`src/rtl/csr_spike_current_scatter_macros.svh`:
```
// Assertion helpers
`ifndef CSR_SPIKE_CURRENT_SCATTER_MACROS_SVH
`define CSR_SPIKE_CURRENT_SCATTER_MACROS_SVH
`define CSC_ASSERT_IMP(lbl, clk, rstn, a, c) \
  lbl: assert property (@(posedge clk) disable iff (!rstn) (a) |-> (c)) else $error("lbl");
`define CSC_ASSERT_NXT(lbl, clk, rstn, a, c) \
  lbl: assert property (@(posedge clk) disable iff (!rstn) (a) |=> (c)) else $error("lbl");
`endif

```
`src/rtl/csc_pkg.sv`:
```
package csc_pkg;
  typedef enum logic [2:0] {
    REQ_ROW   = 3'd0,
    REQ_ENTRY = 3'd1,
    REQ_WEIGHT = 3'd2,
    REQ_BASIS = 3'd3,
    REQ_CLEAR = 3'd4,
    REQ_SPIKE = 3'd5,
    REQ_READ  = 3'd6,
    REQ_NOP   = 3'd7
  } req_t;
  localparam logic [1:0] ST_OK = 2'd0;
  localparam logic [1:0] ST_SAT = 2'd1;
  localparam logic [1:0] ST_BAD = 2'd2;

  // one accumulate step for the shared unit
  typedef struct packed {
    logic        go;
    logic [31:0] acc;
    logic [31:0] ws;
    logic [15:0] basis;
  } mac_req_t;

  typedef struct packed {
    logic        done;
    logic [31:0] sum;
    logic        sat;
  } mac_rsp_t;
endpackage

```
`src/rtl/csc_mac.sv`:
```
// Shared multiply/round/saturating-add unit, pipelined through the operand, product and sum registers.
module csc_mac
  import csc_pkg::*;
(
  input  logic     clk,
  input  logic     rst_n,
  input  mac_req_t req,
  output mac_rsp_t rsp
);
  logic [2:0]         vld_r;
  logic signed [31:0] ws_r;
  logic signed [15:0] bas_r;
  logic signed [31:0] acc_r, acc2_r;
  logic signed [47:0] prod_r;
  logic signed [24:0] term_nxt;
  logic signed [33:0] sum_nxt;
  logic [31:0]        sum_r;
  logic               sat_r;

  always_comb begin
    term_nxt = 25'((prod_r + 48'sd8388608) >>> 24);
    sum_nxt  = 34'(acc2_r) + 34'(term_nxt);
  end

  always_ff @(posedge clk) begin
    if (!rst_n) begin
      vld_r <= '0;
    end else begin
      vld_r <= {vld_r[1:0], req.go};
    end
    ws_r   <= req.ws;
    bas_r  <= req.basis;
    acc_r  <= req.acc;
    prod_r <= ws_r * bas_r;
    acc2_r <= acc_r;
    if (sum_nxt > 34'sh7FFFFFFF) begin
      sum_r <= 32'h7FFFFFFF; sat_r <= 1'b1;
    end else if (sum_nxt < -34'sh80000000) begin
      sum_r <= 32'h80000000; sat_r <= 1'b1;
    end else begin
      sum_r <= sum_nxt[31:0]; sat_r <= 1'b0;
    end
  end

  assign rsp.done = vld_r[2];
  assign rsp.sum  = sum_r;
  assign rsp.sat  = sat_r;
endmodule
```
`config.mk`:
```
export PLATFORM = sky130hd
export DESIGN_NAME = csc_mac
export DESIGN_NICKNAME = d
export VERILOG_FILES = /design/src/rtl/csr_spike_current_scatter_macros.svh /design/src/rtl/csc_pkg.sv /design/src/rtl/csc_mac.sv
export SDC_FILE = /design/constraint.sdc
export NUM_CORES = 1
export LEC_CHECK = 0
export BUFFER_PORTS_ARGS = -buffer_cell sky130_fd_sc_hd__buf_4
export CAP_MARGIN = 40
export CORE_ASPECT_RATIO = 1.5
export CORE_MARGIN = 1
export CORE_UTILIZATION = 40
export CTS_CLUSTER_DIAMETER = 150
export DETAILED_ROUTE_END_ITERATION = 12
export HOLD_SLACK_MARGIN = 0.03
export PLACE_DENSITY = 0.62
export REMOVE_ABC_BUFFERS = 1
export SLEW_MARGIN = 20
export SYNTH_ARGS = -nofsm -noshare
export SYNTH_HDL_FRONTEND = slang
export SYNTH_SLANG_ARGS = --single-unit
```
`constraint.sdc`:
```
create_clock -name clk -period 5.5 [get_ports clk]
set_clock_uncertainty 0.05 [all_clocks]
set_input_delay 0.55 -clock clk [delete_from_list [all_inputs] [get_ports clk]]
set_output_delay 0.55 -clock clk [all_outputs]
set_load 0.01 [all_outputs]
```
# == After elaboration in Yosys (flattened, before gate mapping) ==
# Index checks and enable logic that the tools add are counted.
# classes
n_mux,2
multipliers,1
n_addsub,2
order_cmp,2
# op_table
operator,count
$add A48 B25 Y48 const B,1
$mul A32 B16 Y48,1
$add A32 B24 Y33,1
$gt A33 B32 Y1 const B,1
$lt A33 B32 Y1 const B,1
$mux W32,1
$mux W1,1
# word_totals
output_inout_bits,34
word_cells,15
ff_bits,196

# == Longest topological paths before layout ==
# logic_depth
ltp_word,4
ltp_mapped,24

# == Least setup slack after synthesis ==
# No wires, ideal clock.
# synth_path
path_type,register to register
from,register ws_r[7]
to,register prod_r[42]
required_time_ns,5.390
synth_period_minus_slack_ns,6.112
path_stages_with_launch,24
t_arrival_ns,6.002
setup_ns,0.060
slack_ns,-0.612
cell_sequence,dfxtp_1 -> clkbuf_1 -> nand2_1 -> fa_1 -> inv_1 -> fa_1 -> inv_1 -> fa_1 -> inv_1 -> fa_1 -> fa_1 -> inv_1 -> fa_1 -> inv_1 -> ha_1 -> a21oi_1 -> a211oi_2 -> nor4_4 -> o21ai_1 -> o221a_2 -> or2_1 -> buf_6 -> a2111oi_4 -> a311o_1
# synth_via
elab_chain_len,1
# synth_lines
element,line,source
from (decl),csc_mac.sv:11,logic signed [31:0] ws_r;
from (signal assigned),csc_mac.sv:31,ws_r <= req.ws;
$mul A32 B16 Y48,csc_mac.sv:34,prod_r <= ws_r * bas_r;
to (signal assigned),csc_mac.sv:34,
to (decl),csc_mac.sv:14,logic signed [47:0] prod_r;
# No other way between the ends.
# A chain may end at the register's enable or synchronous reset.

# == Final worst setup path ==
# layout_path
from,register bas_r[4]
to,register prod_r[42]
# layout_via
elab_chain_len,1
# layout_lines
element,line,source
from (decl),csc_mac.sv:12,logic signed [15:0] bas_r;
from (signal assigned),csc_mac.sv:32,bas_r <= req.basis;
$mul A32 B16 Y48,csc_mac.sv:34,
# No other way between the ends.

==> results.md <==
- By area the synthesized netlist is led by sky130_fd_sc_hd__fa_1 (41%), sky130_fd_sc_hd__dfxtp_1 (15%), sky130_fd_sc_hd__inv_1 (9.4%).
- The number of setup violations in the final report is 25.
- The master cell of the clock root buffer is sky130_fd_sc_hd__clkbuf_16.
- The final hold violation count is 0.
- The final weighted congestion in routability-driven placement is 0.8912.
- The remaining antenna violation count is 0.
- The largest total area in the synthesized netlist belongs to sky130_fd_sc_hd__fa_1.
- Clock tree synthesis inserted a total of 17 buffers.
- The capture endpoint of the worst hold path is ws_r[28].
- In this run, the number of DRC markers left after iteration 0 of detailed routing was 765.
- After clock tree synthesis, the clock-pin slew on the worst setup and hold paths is 0.09 ns.
- The number of maximum-capacitance constraint violations is 0.
- In this run the critical register-to-register path is launched from bas_r[4].
- The floorplan has 108 rows.
- The final reports fail on negative setup slack.
- After detailed routing, the average wire length per cell comes to 17.55 um.
- Setup repair after global routing could not meet its margin everywhere.
- The worst setup slack for register-to-register paths is -0.61 ns.
- In the routed design, unresolved DRC markers number 0.
- Buffers placed on the I/O ports in this run total 116.
- The die outline height is 299.1 um.
- Dividing the final minimum period by the clock period gives 111.1%.
- For this run, the number of Yosys warnings is 0.
- The flow ran to the end, but the final reports show violations.
- In the layout the commonest cells are sky130_fd_sc_hd__inv_1 (565), sky130_fd_sc_hd__fa_1 (462), sky130_fd_sc_hd__buf_4 (349), sky130_fd_sc_hd__nand2_1 (317), sky130_fd_sc_hd__and2_1 (200).
- The floorplan step defined a die boundary enclosing 59,840 um2.
- The worst setup timing slack at the placement stage is -0.8421 ns.
- Counting tap cells, the placed design contains a total of 3,574 instances.
- Summing every instance area after synthesis gives 23,540 um2.
- The startpoint identified for the worst hold timing path is req[44].
- The fraction of layout cells with a size suffix above 1 is 21.96%.
- Headroom to the max-slew limit came out at 52.96%.
- The depth of the worst hold-timing path is 1.
- After synthesis, the share of flip-flops with an asynchronous set or reset is 0%.
- CTS built an H-tree with a depth of 4.
- Leaving out fill and tap cells, the most frequent cell in the layout is sky130_fd_sc_hd__inv_1.
- Relative to the synthesized area, the layout overhead comes to 24.05%.
- The pin count of the biggest net entering global routing is 24.
- After technology mapping, the gate count stands at 2,533.
- The critical path class is reg2reg.
- The number of cells on the worst reg-to-reg path is 22.
- After detailed routing, the number of vias per cell comes to 4.934.
- The critical path endpoint category is a register.
- The clock period minus worst slack is 6.113 ns.
- The share of synthesized area occupied by flip-flops and latches is 14.71%.
- The routed design has 64,030 um of wire.
- At the pin with the least slew margin, the transition time is 0.6964 ns.
- The placeable core area is 57,970 um2.
- The count of non-filler cells in the finished layout is 3,648.
- The total of fill cells in the finished design is 5,312.
- Yosys mapped a number of flops with a built-in enable equal to 0.
- The tightest min-delay check is of the in2reg type.
- The aggregate global-route resource usage is 23.00%.
- Summed over its instances, the top area cell type makes up 41.33% of the synthesized netlist area.
- The flip-flop cell with the highest count after synthesis is sky130_fd_sc_hd__dfxtp_1.
- Summed over all layers, the global routing overflow is 0.
- In this run the worst path has a maximum fanout of 9.
- The data arrival time of the critical path is 6.52 ns.
- The number of ports placed on the die boundary is 117.
- The routed via count is 18,000.
- The post-synthesis area per instance is 9.293 um2.
- The final net count is 3,578.
- The clock latency at the later pin of the worst-skew pair is 0.51 ns.
- The initial cell density of the core is 40.61%.
- The half-perimeter wire length after placement is 53,320 um.
- The number of antenna violations at the first check in global routing is 0.
- The TritonCTS clock tree is built.
- The minimum setup slack in the final design is -0.6130 ns.
- The number of sinks on the clock net is 173.
- The repair_antennas step left the layout with diodes totalling 0.
- The synthesized flop and latch total is 173.
- The deepest clock path buffer count is 2.
- The first detailed-routing pass took 4 iterations.
- The endpoint of the worst register-to-register path is prod_r[42].
- The worst path required time is 5.91 ns.
- The worst setup path is launched from a register.
- The global-route wire length before repair is 104,300 um.
- The count of cell types in the netlist is 75.
- The via count of the first global-routing pass came to 20,970.
- The highest clock frequency the design can meet is 163.6 MHz.
- The die extent in x is 200.1 um.
- The final max-slew violation count came to 0.
-- cells by family (layout without fill, tap and decap cells) --
kind of cell / after synthesis / count (layout) / share of synthesized area (%)
xor+xnor: 78 / 78 / 2.902
buf+inv: 685 / 1030 / 11.12
compound gates: 245 / 245 / 7.138
simple gates: 718 / 718 / 14.97
fa+ha+maj: 634 / 634 / 49.15
flops: 173 / 173 / 14.71
-- routing by layer --
layer	vias to the layer above	part of all wire, %	track usage (%)
li1	8234	-	-
met1	9177	34	22.70
met2	400	57	44.17
met3	189	2.8	2.937
met4	0	6.3	14.67
met5	-	0	0
-- critical path, stage by stage (launching register included) --
cell and delay [ns]:
sky130_fd_sc_hd__dfxtp_4 0.37, sky130_fd_sc_hd__buf_12 0.15, sky130_fd_sc_hd__and2_4 0.16, sky130_fd_sc_hd__fa_1 0.49, sky130_fd_sc_hd__inv_2 0.04, sky130_fd_sc_hd__fa_1 0.52
sky130_fd_sc_hd__fa_1 0.54, sky130_fd_sc_hd__inv_1 0.05, sky130_fd_sc_hd__fa_1 0.47, sky130_fd_sc_hd__fa_1 0.57, sky130_fd_sc_hd__inv_2 0.05, sky130_fd_sc_hd__fa_1 0.54
sky130_fd_sc_hd__inv_2 0.05, sky130_fd_sc_hd__ha_4 0.25, sky130_fd_sc_hd__buf_6 0.13, sky130_fd_sc_hd__nand3_4 0.09, sky130_fd_sc_hd__a211oi_4 0.07, sky130_fd_sc_hd__nor4_4 0.34
sky130_fd_sc_hd__o21ai_1 0.14, sky130_fd_sc_hd__o221a_4 0.27, sky130_fd_sc_hd__or2_4 0.27, sky130_fd_sc_hd__a2111oi_4 0.29, sky130_fd_sc_hd__a311o_1 0.16
-- flip-flops by register name, indices dropped and copies added (netlist names) --
name,count
prod_r,25
sat_r,1
bas_r,16
sum_r,32
acc_r,32
vld_r,3
ws_r,32
acc2_r,32
-- repair_timing --
| action | CTS | global route |
|---|---|---|
| resized for setup | 143 | 98 |
| pin swaps | 40 | 77 |
| hold buffers | 0 | 0 |
| gates cloned | 1 | 1 |
| endpoints found under the setup margin | 25 | 25 |
| buffers inserted | 19 | 23 |
| hold endpoints to repair | 0 | 0 |
-- layout make-up --
cell class | instances | area, um2 | area share [%]
sequential | 173 | 3502 | 11.99
multi-input combinational | 1675 | 18260 | 62.54
timing repair buffer | 411 | 3675 | 12.58
clock inverter | 14 | 162.7 | 0.5570
inverter | 587 | 2206 | 7.554
tap | 770 | 963.4 | 3.299
clock buffer | 18 | 429.2 | 1.470
-- synth_stat cells, types with 17 or more instances --
| master | count |
|---|---|
| sky130_fd_sc_hd__inv_1 | 587 |
| sky130_fd_sc_hd__a21o_1 | 30 |
| sky130_fd_sc_hd__nor2_1 | 64 |
| sky130_fd_sc_hd__xor2_1 | 30 |
| sky130_fd_sc_hd__ha_1 | 144 |
| sky130_fd_sc_hd__fa_1 | 486 |
| sky130_fd_sc_hd__nand2_1 | 322 |
| sky130_fd_sc_hd__o21ai_0 | 38 |
| sky130_fd_sc_hd__and3_1 | 17 |
| sky130_fd_sc_hd__a21oi_1 | 83 |
| sky130_fd_sc_hd__clkbuf_1 | 85 |
| sky130_fd_sc_hd__dfxtp_1 | 173 |
| sky130_fd_sc_hd__and2_1 | 212 |
| sky130_fd_sc_hd__nand3_1 | 27 |
| sky130_fd_sc_hd__xnor2_1 | 48 |
-- worst max path at each step --
stage          startpoint          to  slack (ns)
6_report         bas_r[4]  prod_r[42]       -0.61
3_3_place_gp     bas_r[6]  prod_r[42]       -0.75
4_1_cts          bas_r[4]  prod_r[42]       -0.56
3_5_place_dp     bas_r[4]  prod_r[42]       -0.84
2_1_floorplan    bas_r[7]  prod_r[42]       -0.77
5_1_grt          bas_r[4]  prod_r[42]       -0.88
-- per-stage QoR --
stage	util, %	area [um2]	hold slack [ns]	setup TNS, ns
after floorplan	-	23130	0.2596	-9.454
after global placement	47.02	27260	0.2602	-13.10
after detailed placement	47.02	27260	0.2628	-14.47
after CTS	49.39	28630	0.04447	-9.355
after global routing	50.37	29200	0.06170	-16.18
final	50.37	29200	0.08660	-10.66
Power is left out: the tool's default activity adds up to more than one toggle a clock period on the data nets, which glitch-free logic cannot reach.
